===== config.mk =====
export PLATFORM = sky130hd
export DESIGN_NAME = pid_controller_antiwindup
export DESIGN_NICKNAME = d
export VERILOG_FILES = /design/src/rtl/pidaw_pkg.sv /design/src/rtl/pid_controller_antiwindup.sv /design/src/rtl/pidaw_scale.sv
export SDC_FILE = /design/constraint.sdc
export NUM_CORES = 2
export LEC_CHECK = 0
export BUFFER_PORTS_ARGS = -buffer_cell sky130_fd_sc_hd__buf_2
export CORE_MARGIN = 2
export CORE_UTILIZATION = 45
export DETAILED_ROUTE_END_ITERATION = 16
export PLACE_DENSITY = 0.56
export SETUP_SLACK_MARGIN = 0.1
export SYNTH_ARGS = -nofsm -noshare
export SYNTH_HDL_FRONTEND = slang
export SYNTH_SLANG_ARGS = --single-unit

===== constraint.sdc =====
create_clock -name clk_i -period 30.5 [get_ports clk_i]
set_clock_uncertainty 0.05 [all_clocks]
set_input_delay 3.05 -clock clk_i [delete_from_list [all_inputs] [get_ports clk_i]]
set_output_delay 3.05 -clock clk_i [all_outputs]
set_load 0.05 [all_outputs]

===== src/rtl/pidaw_pkg.sv =====
// Shared types and constants for the anti-windup PID controller.
// Holds the Q8.8 data widths and the configuration register indexes.
// No dependencies.
`timescale 1ns / 1ps
`default_nettype none

package pidaw_pkg;

  localparam int unsigned DataWidth = 16;
  localparam int unsigned FracBits  = 8;
  localparam int unsigned ErrWidth  = DataWidth + 1;
  localparam int unsigned SumWidth  = DataWidth + 2;
  localparam int unsigned CfgIdxWidth = 3;

  typedef enum logic [CfgIdxWidth-1:0] {
    CFG_GAIN_P        = 3'd0,
    CFG_GAIN_I        = 3'd1,
    CFG_GAIN_D        = 3'd2,
    CFG_INTEGRAL_LOW  = 3'd3,
    CFG_INTEGRAL_HIGH = 3'd4,
    CFG_OUTPUT_LOW    = 3'd5,
    CFG_OUTPUT_HIGH   = 3'd6
  } cfg_idx_e;

  typedef enum logic {
    KIND_STEP  = 1'b0,
    KIND_CLEAR = 1'b1
  } kind_e;

endpackage

`default_nettype wire


===== src/rtl/pid_controller_antiwindup.sv =====
// Anti-windup PID controller, signed Q8.8, conditional integration.
// Pipeline: input register, then result register. Throughput: one item per
// cycle unless out_ready_i stalls the result register; the state update and
// all three gain products sit in the single stage between the registers.
// Reset: gains clear to zero, limits open to the full 16-bit range, state zero.
// Depends on pidaw_pkg and pidaw_scale.
`timescale 1ns / 1ps
`default_nettype none

module pid_controller_antiwindup import pidaw_pkg::*; #(
  parameter logic signed [15:0] P_TERM_MIN = 16'sh8000,
  parameter logic signed [15:0] P_TERM_MAX = 16'sh7fff,
  parameter logic signed [15:0] D_TERM_MIN = 16'sh8000,
  parameter logic signed [15:0] D_TERM_MAX = 16'sh7fff
) (
  input  logic                        clk_i,
  input  logic                        rst_ni,
  input  logic                        cfg_valid_i,
  output logic                        cfg_ready_o,
  input  logic [CfgIdxWidth-1:0]      cfg_index_i,
  input  logic [DataWidth-1:0]        cfg_data_i,
  input  logic                        in_valid_i,
  output logic                        in_ready_o,
  input  logic                        kind_i,
  input  logic signed [DataWidth-1:0] target_i,
  input  logic signed [DataWidth-1:0] measured_i,
  output logic                        out_valid_o,
  input  logic                        out_ready_i,
  output logic signed [DataWidth-1:0] command_o
);

  function automatic logic signed [SumWidth-1:0] clamp(
    input logic signed [SumWidth-1:0] v,
    input logic signed [SumWidth-1:0] lo,
    input logic signed [SumWidth-1:0] hi
  );
    logic signed [SumWidth-1:0] r;
    r = v;
    if (r < lo) r = lo;
    if (r > hi) r = hi;
    return r;
  endfunction

  function automatic logic signed [DataWidth-1:0] sat_data(
    input logic signed [DataWidth:0] v
  );
    logic signed [DataWidth-1:0] r;
    if (v[DataWidth] != v[DataWidth-1]) begin
      r = v[DataWidth] ? {1'b1, {(DataWidth-1){1'b0}}} : {1'b0, {(DataWidth-1){1'b1}}};
    end else begin
      r = v[DataWidth-1:0];
    end
    return r;
  endfunction

  // Configuration registers
  logic signed [DataWidth-1:0] gain_p_q, gain_i_q, gain_d_q;
  logic signed [DataWidth-1:0] int_low_q, int_high_q, out_low_q, out_high_q;

  // Input stage
  logic                        in_valid_q;
  logic                        kind_q;
  logic signed [DataWidth-1:0] target_q, measured_q;

  // Controller state
  logic signed [ErrWidth-1:0]  last_error_q, last_error_d;
  logic signed [DataWidth-1:0] integral_q, integral_d;
  logic signed [DataWidth-1:0] last_cmd_q, last_cmd_d;

  // Result stage
  logic                        out_valid_q;
  logic signed [DataWidth-1:0] command_q;

  logic                        advance;
  logic signed [ErrWidth-1:0]  error;
  logic signed [ErrWidth:0]    error_diff;
  logic signed [DataWidth-1:0] p_raw, i_raw, d_raw;
  logic signed [DataWidth-1:0] p_term, d_term;
  logic signed [DataWidth-1:0] int_sum;
  logic signed [SumWidth-1:0]  total;
  logic                        in_band;

  assign cfg_ready_o = 1'b1;
  assign advance     = in_valid_q && (!out_valid_q || out_ready_i);
  assign in_ready_o  = !in_valid_q || !out_valid_q || out_ready_i;
  assign out_valid_o = out_valid_q;
  assign command_o   = command_q;

  always_ff @(posedge clk_i or negedge rst_ni) begin
    if (!rst_ni) begin
      gain_p_q   <= '0;
      gain_i_q   <= '0;
      gain_d_q   <= '0;
      int_low_q  <= {1'b1, {(DataWidth-1){1'b0}}};
      int_high_q <= {1'b0, {(DataWidth-1){1'b1}}};
      out_low_q  <= {1'b1, {(DataWidth-1){1'b0}}};
      out_high_q <= {1'b0, {(DataWidth-1){1'b1}}};
    end else if (cfg_valid_i) begin
      case (cfg_idx_e'(cfg_index_i))
        CFG_GAIN_P:        gain_p_q   <= cfg_data_i;
        CFG_GAIN_I:        gain_i_q   <= cfg_data_i;
        CFG_GAIN_D:        gain_d_q   <= cfg_data_i;
        CFG_INTEGRAL_LOW:  int_low_q  <= cfg_data_i;
        CFG_INTEGRAL_HIGH: int_high_q <= cfg_data_i;
        CFG_OUTPUT_LOW:    out_low_q  <= cfg_data_i;
        CFG_OUTPUT_HIGH:   out_high_q <= cfg_data_i;
        default: ;
      endcase
    end
  end

  always_ff @(posedge clk_i or negedge rst_ni) begin
    if (!rst_ni) begin
      in_valid_q <= 1'b0;
    end else if (in_ready_o) begin
      in_valid_q <= in_valid_i;
    end
  end

  always_ff @(posedge clk_i) begin
    if (in_valid_i && in_ready_o) begin
      kind_q     <= kind_i;
      target_q   <= target_i;
      measured_q <= measured_i;
    end
  end

  assign error      = ErrWidth'(target_q) - ErrWidth'(measured_q);
  assign error_diff = (ErrWidth+1)'(error) - (ErrWidth+1)'(last_error_q);

  pidaw_scale #(.OperandWidth(ErrWidth)) u_scale_p (
    .gain_i    (gain_p_q),
    .operand_i (error),
    .term_o    (p_raw)
  );

  pidaw_scale #(.OperandWidth(ErrWidth)) u_scale_i (
    .gain_i    (gain_i_q),
    .operand_i (error),
    .term_o    (i_raw)
  );

  pidaw_scale #(.OperandWidth(ErrWidth+1)) u_scale_d (
    .gain_i    (gain_d_q),
    .operand_i (error_diff),
    .term_o    (d_raw)
  );

  assign in_band = (last_cmd_q > out_low_q) && (last_cmd_q < out_high_q);

  always_comb begin
    p_term = DataWidth'(clamp(SumWidth'(p_raw), SumWidth'(P_TERM_MIN), SumWidth'(P_TERM_MAX)));

    int_sum = in_band ? sat_data((DataWidth+1)'(integral_q) + (DataWidth+1)'(i_raw))
                      : integral_q;

    if (kind_e'(kind_q) == KIND_CLEAR) begin
      integral_d = '0;
    end else if (gain_i_q > 0) begin
      integral_d = DataWidth'(clamp(SumWidth'(int_sum), SumWidth'(int_low_q),
                                    SumWidth'(int_high_q)));
    end else begin
      integral_d = '0;
    end

    if (gain_d_q > 0) begin
      d_term = DataWidth'(clamp(SumWidth'(d_raw), SumWidth'(D_TERM_MIN), SumWidth'(D_TERM_MAX)));
    end else begin
      d_term = '0;
    end

    total = SumWidth'(p_term) + SumWidth'(integral_d) + SumWidth'(d_term);

    if (kind_e'(kind_q) == KIND_CLEAR) begin
      last_error_d = '0;
      last_cmd_d   = '0;
    end else begin
      last_error_d = error;
      last_cmd_d   = DataWidth'(clamp(total, SumWidth'(out_low_q), SumWidth'(out_high_q)));
    end
  end

  always_ff @(posedge clk_i or negedge rst_ni) begin
    if (!rst_ni) begin
      last_error_q <= '0;
      integral_q   <= '0;
      last_cmd_q   <= '0;
    end else if (advance) begin
      last_error_q <= last_error_d;
      integral_q   <= integral_d;
      last_cmd_q   <= last_cmd_d;
    end
  end

  always_ff @(posedge clk_i or negedge rst_ni) begin
    if (!rst_ni) begin
      out_valid_q <= 1'b0;
    end else if (!out_valid_q || out_ready_i) begin
      out_valid_q <= in_valid_q;
    end
  end

  always_ff @(posedge clk_i) begin
    if (advance) begin
      command_q <= last_cmd_d;
    end
  end

endmodule

`default_nettype wire


===== src/rtl/pidaw_scale.sv =====
// Gain scaling for one PID term: Q8.8 gain times a signed operand,
// floor shift by the fraction bits, saturation to signed 16 bits.
// Depends on pidaw_pkg.
`timescale 1ns / 1ps
`default_nettype none

module pidaw_scale import pidaw_pkg::*; #(
  parameter int unsigned OperandWidth = 17
) (
  input  logic signed [DataWidth-1:0]    gain_i,
  input  logic signed [OperandWidth-1:0] operand_i,
  output logic signed [DataWidth-1:0]    term_o
);

  localparam int unsigned ProdWidth = DataWidth + OperandWidth;

  logic signed [ProdWidth-1:0] product;
  logic signed [ProdWidth-1:0] shifted;
  logic [ProdWidth-DataWidth:0] upper;

  assign product = ProdWidth'(gain_i) * ProdWidth'(operand_i);
  assign shifted = product >>> FracBits;
  assign upper   = shifted[ProdWidth-1:DataWidth-1];

  always_comb begin
    if ((&upper) || !(|upper)) begin
      term_o = shifted[DataWidth-1:0];
    end else if (shifted[ProdWidth-1]) begin
      term_o = {1'b1, {(DataWidth-1){1'b0}}};
    end else begin
      term_o = {1'b0, {(DataWidth-1){1'b1}}};
    end
  end

endmodule

`default_nettype wire


==> key figures <==
Clock tree
  – # hold bufs at CTS: 0
  – Clk slew on worst S/H paths: 60 ps
  – # H-tree levels: 1
  – Cts repair resizes: 0
  – Worst-Skew Late Latency: 580 ps
  – Post-CTS Setup Bufs: 0
  – TritonCTS buffer count: 25
  – CTS Root Cell: clkbuf_16
  – CTS tree: done
  – TritonCTS Sinks: 212
  – CTS max path bufs: 3

Synth
  – Seq/Total Area, Yosys: 12.2%
  – Synth Area in Compound Gates: 8.76%
  – Post-synthesis simple-gate area fraction: 14.1%
  – Area of the mapped netlist: 45900 µm²
  – Largest cells by area after synthesis: fa_1, ha_1, inv_1, dfrtp_1, nand2_1
  – Synth unique cells: 91
  – Post-Synth Adder-Cell Area: 48.4%
  – Mapped Nets: 6263
  – Leading area contributor after synthesis: fa_1
  – Synthesized area per cell: 9.28 µm²
  – Post-Synth XOR/XNOR Area: 2.73%
  – Mux share of post-synthesis cell area: 3.48%
  – Mapped Cells: 4944
  – Primary FF master, synth: dfrtp_1
  – Area fraction of the dominant cell type after synthesis: 37.2%
  – Post-synth EDFFs: 49
  – Share of flip-flops with an asynchronous set or reset: 76.9%
  – #FFs+latches synth: 212
  – Synth Warn #: 0
  – Largest family of logic cells by synthesized area: adder cells

Setup path
  – Critical Path Sink Type: flip-flop
  – Worst path required time: 30960 ps
  – CP max stage delay: 680 ps
  – Crit path kind: reg -> reg
  – Worst R2R End: last_cmd_q[9]$_DFFE_PN0P_
  – Crit path DAT: 26280 ps
  – CP most frequent cell: a21oi_1
  – CP startpoint kind: flip-flop
  – FF-to-FF path depth: 103
  – Critical Path End: last_cmd_q[9]$_DFFE_PN0P_
  – RR Startpoint: target_q[0]$_DFFE_PP_
  – Crit path from: target_q[0]$_DFFE_PP_
  – Setup slack, reg-to-reg: 4680 ps
  – Worst-path fanout max: 27
  – Slowest stage cell, crit path: o21ai_1

Die
  – Die ar.: 104000 µm²
  – Initial Util: 45.2%
  – Rows: 117
  – Core Box Area: 101000 µm²
  – Die H: 323 µm
  – Die width: 323 µm
  – IO Pins: 76

STA
  – Worst-margin pin slew: 1330 ps
  – Fmax: 38.7 MHz
  – Hold slack: 452 ps
  – Fin crit period: 25820 ps
  – Rel. slew slack: 10.2%
  – Setup violation total in the final timing report: 0
  – Final hold violation count: 0
  – Setup TNS: 0 ps
  – RSZ-0062 raised after global routing: no
  – Slew Viols, Final: 0
  – Final Cycle Share: 84.6%

Placed design
  – Post-detail-place hpwl: 101000 µm
  – Port Buf Inserts: 74
  – Placer Congestion: 0.905

GRT
  – Initial antenna violation count: 8
  – Global-route wire length before repair: 207000 µm
  – Largest net degree at the start of global routing: 66
  – GRT overflow: 0
  – Vias in the first global route: 35.5k
  – All-Layer GR Usage: 25.8%

Routing
  – Top sig layer: met4
  – TritonRoute pass-1 iters: 8
  – Total Routed Length: 128000 µm
  – Initial detailed-routing violation count: 1822
  – Met1 WL: 57400 µm
  – Metal3 WL: 6850 µm
  – Drt drc: 0
  – Routed len/inst: 20.4 µm
  – WL met2: 61100 µm
  – Number of nets with antenna violations after routing: 0
  – Vias: 33.3k
  – Vias/cell: 5.28

Hold path
  – Hold/Removal Path Class: reg -> reg

Status
  – Outcome: finished, final reports clean

Finish
  – Ratio of cells with drive above 1 in the final layout: 8.34%
  – Final #Nets: 6231
  – Most frequent cells in the layout: inv_1, fa_1, nand2_1
  – Commonest non-fill, non-tap cell in the layout: inv_1
  – Fill cells: 9756
  – Area Growth Syn to Fin: 6.12%

Run
  – Count of max-cap constraint violations: 0
## critical path: cells and delay by family, from the launching register on
| kind | cells | cell delay, ps |
|---|---|---|
| compound gates | 58 | 13200 |
| fa+ha+maj | 18 | 7060 |
| simple gates | 13 | 1870 |
| buf+inv | 8 | 1440 |
| mux | 4 | 1100 |
| xor+xnor | 2 | 650 |
| flops | 1 | 330 |
## kinds of logic after synthesis
group                      after synthesis
adders and majority gates             1264
other                                    1
and+or+nand+nor                       1329
DFF                                    212
AOI/OAI and AO/OA                      597
muxes                                  145
buffers and inverters                 1253
xor gates and xnor gates               143
## final cells by class
type                            count  area, µm²  share of cell area, %
Antenna cell                        1       2.50                0.00514
Clock buffer                       38        698                   1.43
Clock inverter                      8       86.3                  0.177
Inverter                         1041       3910                   8.03
Multi-Input combinational cell   3479      35700                   73.4
Sequential cell                   212       5590                   11.5
Tap cell                         1368       1710                   3.52
Timing Repair Buffer              153        970                   1.99
## sequential cells by signal, indices dropped and copies added, names as in the netlist
name / cells
out_high_q: 16
gain_i_q: 16
int_low_q: 16
last_cmd_q: 16
in_valid_q: 1
out_low_q: 16
int_high_q: 16
gain_d_q: 16
kind_q: 1
integral_q: 16
target_q: 16
out_valid_o: 1
last_error_q: 17
command_o: 16
gain_p_q: 16
measured_q: 16
## layer usage
| metal | vias to the layer above | track usage, % |
|---|---|---|
| met2 | 807 | 43.0 |
| met3 | 152 | 2.49 |
| met4 | 0 | 5.70 |
| met5 | - | 0 |
| li1 | 15200 | - |
| met1 | 17100 | 36.5 |
## Yosys cell counts (all sizes together), types with 19 or more instances
cell type / n
inv: 1041
fa: 853
nand2: 588
ha: 409
and2: 278
clkbuf: 201
o21ai: 153
a21oi: 151
nor2: 147
dfrtp: 131
mux2: 117
xnor2: 99
nor2b: 82
a21o: 73
nand2b: 60
nand3: 52
edfxtp: 49
xor2: 44
dfstp: 32
mux2i: 28
nor3: 27
o21a: 27
nand4: 23
a21boi: 19
o211ai: 19
## worst min-delay path by stage
stage | from | to | cells past startpoint
floorplan | last_error_q[0]$_DFFE_PN0P_ | last_error_q[0]$_DFFE_PN0P_ | 2
global placement | last_error_q[0]$_DFFE_PN0P_ | last_error_q[0]$_DFFE_PN0P_ | 2
detailed placement | last_error_q[0]$_DFFE_PN0P_ | last_error_q[0]$_DFFE_PN0P_ | 2
CTS | last_error_q[0]$_DFFE_PN0P_ | last_error_q[0]$_DFFE_PN0P_ | 2
global route | last_error_q[12]$_DFFE_PN0P_ | last_error_q[12]$_DFFE_PN0P_ | 1
finish | last_error_q[0]$_DFFE_PN0P_ | last_error_q[0]$_DFFE_PN0P_ | 2
## per-stage QoR
| stage | std cells | util (%) | setup slack, ps | instance area, µm² |
|---|---|---|---|---|
| finish | 6300 | 48.0 | 4680 | 48700 |
| global route | 6299 | 48.0 | 2730 | 48700 |
| CTS | 6299 | 48.0 | 4720 | 48700 |
| floorplan | 4944 | - | 7840 | 45900 |
| detailed placement | 6253 | 47.2 | 4800 | 47900 |
| global placement | 6253 | 47.2 | 5500 | 47900 |
Power is not shown: default switching activity piles up to over one toggle a cycle in this logic, so the estimate is an artifact.
